$ cat src/hw/rtl/sra_pkg.sv
// Shared types, widths and constants for the shelf rectangle allocator.
package sra_pkg;

  localparam int MAX_SHELVES_DEF = 1024;
  localparam int MAX_ATLAS       = 2048;

  localparam int CFG_W = 12;
  localparam logic [CFG_W-1:0] ATLAS_RST = CFG_W'(2048);

  localparam int IN_W  = 16;
  localparam int OUT_W = 11;

  localparam int A_EFF_MAX = (MAX_ATLAS < 4095) ? MAX_ATLAS : 4095;
  localparam int AW        = $clog2(A_EFF_MAX + 1);
  localparam int TOP_W     = $clog2(A_EFF_MAX);
  localparam int NRS_W     = $clog2(A_EFF_MAX + 2);
  localparam int HGT_W     = $clog2(A_EFF_MAX + 2);
  localparam int FREE_W    = AW + 1;
  localparam int MUL_W     = $clog2(10 * A_EFF_MAX + 10);

  localparam int FIT_H_SCALE   = 10;
  localparam int FIT_ROW_SCALE = 7;
  localparam int ROW_PAD       = 2;

  localparam logic CMD_ALLOC = 1'b0;
  localparam logic CMD_CLEAR = 1'b1;

  typedef struct packed {
    logic            command;
    logic [IN_W-1:0] req_width;
    logic [IN_W-1:0] req_height;
  } in_beat_t;

  typedef struct packed {
    logic             granted;
    logic [OUT_W-1:0] pos_x;
    logic [OUT_W-1:0] pos_y;
    logic             opened_row;
  } out_beat_t;

  typedef struct packed {
    logic [TOP_W-1:0]         top;
    logic [HGT_W-1:0]         height;
    logic signed [FREE_W-1:0] free;
  } shelf_entry_t;

  typedef struct packed {
    logic load;
    logic clear;
    logic emit_zero;
    logic scan_start;
    logic scan;
    logic commit;
  } ctrl_cmd_t;

  typedef struct packed {
    logic is_clear;
    logic too_big;
    logic scan_done;
  } dp_stat_t;

endpackage

$ cat src/hw/rtl/sra_ctrl.sv
// Sequencer for the shelf allocator: check, scan, decide.
module sra_ctrl import sra_pkg::*; (
  input  logic      clk,
  input  logic      rst_n,
  input  logic      start,
  output logic      busy,
  output logic      out_strobe,
  input  dp_stat_t  stat,
  output ctrl_cmd_t cmd
);

  typedef enum logic [1:0] {
    ST_IDLE,
    ST_CHECK,
    ST_SCAN,
    ST_DECIDE
  } state_t;

  state_t state_r;
  logic   strobe_r;

  assign busy       = (state_r != ST_IDLE);
  assign out_strobe = strobe_r;

  always_comb begin
    cmd = '0;
    unique case (state_r)
      ST_IDLE: begin
        cmd.load = start;
      end
      ST_CHECK: begin
        if (stat.is_clear) begin
          cmd.clear     = 1'b1;
          cmd.emit_zero = 1'b1;
        end else if (stat.too_big) begin
          cmd.emit_zero = 1'b1;
        end else begin
          cmd.scan_start = 1'b1;
        end
      end
      ST_SCAN: begin
        cmd.scan = 1'b1;
      end
      ST_DECIDE: begin
        cmd.commit = 1'b1;
      end
      default: begin
        cmd = '0;
      end
    endcase
  end

  always_ff @(posedge clk) begin
    if (!rst_n) begin
      state_r  <= ST_IDLE;
      strobe_r <= 1'b0;
    end else begin
      strobe_r <= 1'b0;
      unique case (state_r)
        ST_IDLE: begin
          if (start) begin
            state_r <= ST_CHECK;
          end
        end
        ST_CHECK: begin
          if (stat.is_clear || stat.too_big) begin
            state_r  <= ST_IDLE;
            strobe_r <= 1'b1;
          end else begin
            state_r <= ST_SCAN;
          end
        end
        ST_SCAN: begin
          if (stat.scan_done) begin
            state_r <= ST_DECIDE;
          end
        end
        ST_DECIDE: begin
          state_r  <= ST_IDLE;
          strobe_r <= 1'b1;
        end
        default: begin
          state_r <= ST_IDLE;
        end
      endcase
    end
  end

  a_strobe_single: assert property (@(posedge clk) disable iff (!rst_n)
    strobe_r |=> !strobe_r)
    else $error("result strobe held for two cycles");

  a_accept_busy: assert property (@(posedge clk) disable iff (!rst_n)
    (start && !busy) |=> busy)
    else $error("accepted beat did not raise busy");

  a_decide_done: assert property (@(posedge clk) disable iff (!rst_n)
    (state_r == ST_DECIDE) |=> (strobe_r && !busy))
    else $error("decision did not produce a result");

endmodule

$ cat config.mk
export PLATFORM = sky130hd
export DESIGN_NAME = sra_ctrl
export DESIGN_NICKNAME = d
export VERILOG_FILES = /design/src/hw/rtl/sra_pkg.sv /design/src/hw/rtl/sra_ctrl.sv
export SDC_FILE = /design/constraint.sdc
export NUM_CORES = 1
export LEC_CHECK = 0
export ABC_AREA = 1
export BUFFER_PORTS_ARGS = -buffer_cell sky130_fd_sc_hd__buf_2
export CAP_MARGIN = 15
export CORE_AREA = 2 2 39 41
export CTS_CLUSTER_DIAMETER = 120
export DETAILED_ROUTE_END_ITERATION = 12
export DIE_AREA = 0 0 41 43
export SYNTH_ARGS = -nofsm -noshare
export SYNTH_HDL_FRONTEND = slang
export SYNTH_SLANG_ARGS = --single-unit
$ cat constraint.sdc
create_clock -name clk -period 0.8 [get_ports clk]
set_input_delay 0.04 -clock clk [delete_from_list [all_inputs] [get_ports clk]]
set_output_delay 0.04 -clock clk [all_outputs]
set_load 0.02 [all_outputs]
# [After elaboration in Yosys (flattened, before gate mapping)]
# Index checks and enable logic that the tools add are counted.
[classes] n_addsub=0 n_mul=0 n_div=0 order_cmp=0 n_eq_ne=5 shifts=0 muxes=15 bitwise=0 reduce_logical=4
[op_table] op="two-way mux 1 bit" count=9
[op_table] op="one-hot mux 2 bit (4 select lines)" count=1
[op_table] op="two-way mux 2 bit" count=3
[op_table] op="== test 2 bit, second input constant" count=2
[op_table] op="inequality test 2 bit, second input constant" count=2
[op_table] op="two-way mux 3 bit" count=1
[op_table] op="== test 2 x 1 -> 1 bit, second input constant" count=1
[op_table] op="zero test 2 bit" count=1
[op_table] op="one-hot mux 1 bit (2 select lines)" count=1
[op_table] op="AND reduction 2 bit" count=1
[op_table] op="nonzero test 2 bit" count=1
[op_table] op="logical OR 1 bit" count=1
[totals] regBits=3 latch_bits=0 mem_bits_rw=0 rom_bits=0 in_bits=6 out_inout_bits=8 word_cells=26 n_memories=0

# [Depth between registers and ports, before layout]
[logic_depth] depth_word=3 depth_mapped=4 mapped_depth_nobuf=4

# [Worst setup path before layout]
# OpenSTA, ideal clock, no wires.
[synth_path] path_kind="register to output" startpoint="register state_r[0]" endpoint="output port cmd[3] (netlist name)" arrival_ns=0.839 t_required_ns=0.760 path_slack_ns=-0.079 stages_incl_launch_ff=5 path_buffers=0 path_cell_list="dfxtp_1 -> inv_2 -> nor2_2 -> inv_1 -> nor2_1"
[synth_lines] element="start: declaration" line_no="sra_ctrl.sv:19" rtl="state_t state_r;"
[synth_lines] element="start signal: assignment" line_no="sra_ctrl.sv:55" rtl="state_r <= ST_IDLE;"
[synth_lines] element="start signal: assignment" line_no="sra_ctrl.sv:62" rtl="state_r <= ST_CHECK;"
[synth_lines] element="start signal: assignment" line_no="sra_ctrl.sv:67" rtl="state_r <= ST_IDLE;"
[synth_lines] element="end: declaration" line_no="sra_ctrl.sv:9" rtl="output ctrl_cmd_t cmd"

==> metrics.md <==
| Metric | Value |
|---|---|
| Status | `finished with violations` |
| Violated checks | `negative setup slack` |
| Top-count cell post-synth | `inv_1` |
| Register area share after synthesis | `37.2%` |
| WS Path Type | `flip-flop to output port` |
| VDD IR-drop max | `0.000456 V` |
| Element type at the critical path start | `flip-flop` |
| Post-synth top flop | `dfxtp_1` |
| Routed WL per cell | `7.48 um` |
| Final WS setup | `-0.225 ns` |
| Hold buffer count at cts | `0` |
| Buf/Inv on CP | `4` |
| Die area | `0.00176 mm2` |
| Drt initial violations | `0` |
| Post-synth top area share | `37.2%` |
| Final global-route overflow total | `0` |
| Final setup viols | `9` |
| H-tree levels | `1` |
| Synth Warn # | `0` |
| Final ANT Viol Nets | `0` |
| Crit-path cells | `inv_2 > buf_4 > nand3_2 > inv_2 > buf_6` |
| Endpoints failing hold | `0` |
| Unrepaired setup endpoints after global routing | `yes` |
| Max-cap viol count | `0` |
| Reg clk slew, reported paths | `0.04 ns` |
| Post-synthesis cell type count | `10` |
| Synth Cell Area | `161 um2` |
| Slew headroom | `84.4%` |
| Critical Path Most Common Cell | `inv_2` |
| Crit path capture type | `output port` |
| CTS sink cnt | `3` |
| Post-synth top area cell | `dfxtp_1` |
| Post-synth ARST share | `0%` |
| Flops & latches, synth | `3` |
| Min cycle time layout | `1.02 ns` |
| Dpl ws | `-0.0468 ns` |
| Hold Path Class | `input port to flip-flop` |
| Latest clock arrival within the worst-skew pair | `0.23 ns` |
| WL final | `471 um` |
| Hold path cells | `3` |
| End of the worst hold path | `out_strobe` |
| Synthesized Nets | `32` |
| HPWL after DPL | `321 um` |
| Site Rows | `14` |
| I/O pins | `14` |
| Final worst-path cycle share | `128%` |
| Hold WS | `0.0523 ns` |
| WP data arrival | `0.98 ns` |
| CORE AREA | `0.00138 mm2` |
| ANT cells | `0` |
| Worst-path maximum fanout | `3` |
| TritonCTS clock tree | `yes` |
| Slowest Stage Delay on Critical Path | `0.31 ns` |
| CP max stage cell | `dfxtp_2` |
| DR DRC count | `0` |
| Largest net degree at the start of global routing | `5` |
| Setup Skew | `0.00146 ns` |
| # fillers | `160` |
| Port buffer count | `13` |
| Power density over cell area | `1540 mW/mm2` |
| Final Slew Violations | `0` |
| Ranking of synthesized cells by area | `dfxtp_1 37%, inv_1 19%, nand2_1 9.3%` |
| HP Start | `rst_n` |
| First-pass GRT wire length | `710 um` |
| Gpl congestion | `0.645` |
| Total number of vias | `222` |
| Avg Inst Size Synth | `6.21 um2` |
| CTS Root Cell | `clkbuf_4` |
| Reg2reg setup slack | `-0.05 ns` |
| Initial Util | `11.7%` |
| Crit path max-delay family | `buffers and inverters` |
| Antenna violations before repair | `0` |
| Total GRT Usage | `6.72%` |
| Die width | `41 um` |
| Register-to-Register Path Depth | `4` |
| Vias in the first global route | `196` |
| Mapped Cells | `26` |
| Final Net Count | `54` |
| Static leakage | `0.205 nW` |
| P&R area growth vs syn | `127%` |
| CTS Buf Count | `3` |
| Chip height | `43 um` |
| Tot Pwr | `0.563 mW` |
| Post-layout util | `26.5%` |
| Clock Path Buffers | `2` |
| Share of layout cells above drive strength 1 | `72.3%` |
| Routed vias/inst | `3.52` |
| Post-synth EDFFs | `0` |
| CP Depth | `5` |
| Max Clk Rate | `0.976 GHz` |
| DR pass1 iterations | `1` |
| Ranking of synthesized cells by instance count | `8 x inv_1, 4 x nand2_1, 3 x dfxtp_1, 3 x nor2_1` |
| Worst Max-Slew Pin Slew | `0.233 ns` |
| Worst path required time | `0.76 ns` |
## metrics by stage
step / instance area (um2) / TNS, ns / cells
finish: 367 / -1.33 / 63
CTS: 354 / -1.43 / 63
global placement: 262 / -0.148 / 57
detailed placement: 262 / -0.165 / 57
global route: 367 / -1.90 / 63
floorplan: 161 / -0.157 / 26
## per-layer routing
metal | GRT usage (%) | share of wire [%] | vias up
li1 | - | - | 118
met1 | 7.37 | 43 | 95
met2 | 6.88 | 49 | 9
met3 | 3.66 | 8.1 | 0
met4 | 10.0 | 0 | 0
met5 | 0 | 0 | -
## cells by family (layout without fill, tap and decap cells)
logic type             Yosys count  after routing  synth area share, %
AND/OR/NAND/NOR                 11             11                 30.2
AO/OA/AOI/OAI                    3              3                 11.6
flip-flops                       3              3                 37.2
buffers and inverters            9             30                 20.9
## cell type report
type	count	area [um2]	area share [%]
timing repair buffer	17	135	36.9
multi-input combinational	14	86.3	23.5
sequential	3	65.1	17.7
inverter	9	33.8	9.22
clock buffer	4	26.3	7.17
tap	16	20.0	5.46
## report_power, final
group / total [mW] / internal, mW / switching, mW
clock: 0.261 / 0.187 / 0.0739
sequential: 0.162 / 0.156 / 0.00542
combinational: 0.141 / 0.0664 / 0.0742
## how the worst max path moves through the flow
| stage | startpoint | end | slack, ns |
|---|---|---|---|
| floorplan | state_r[0] | cmd[3] | -0.08 |
| global route | state_r[0] | cmd[4] | -0.30 |
| global placement | state_r[0] | cmd[3] | -0.04 |
| CTS | state_r[0] | cmd[4] | -0.24 |
| finish | state_r[0] | cmd[5] | -0.22 |
| detailed placement | state_r[0] | cmd[4] | -0.05 |
## cell usage in the layout, fill, tap and decap left out, drive strengths merged
master	instances
nand2	5
buf	17
dfxtp	3
nand3	2
nor2	4
a21oi	3
clkbuf	4
inv	9
## worst min-delay path, stage by stage
cell     delay (ns)
buf_2          0.10
nand2_1        0.06
a21oi_1        0.03
## what timing repair did
item | in CTS | in global routing
resized for setup | 19 | 7
hold endpoints to repair | 0 | 0
setup buffers | 2 | 1
setup endpoints to repair | 8 | 9
pin swaps | 2 | 3
No activity file was read; power rests on OpenSTA's default activity.
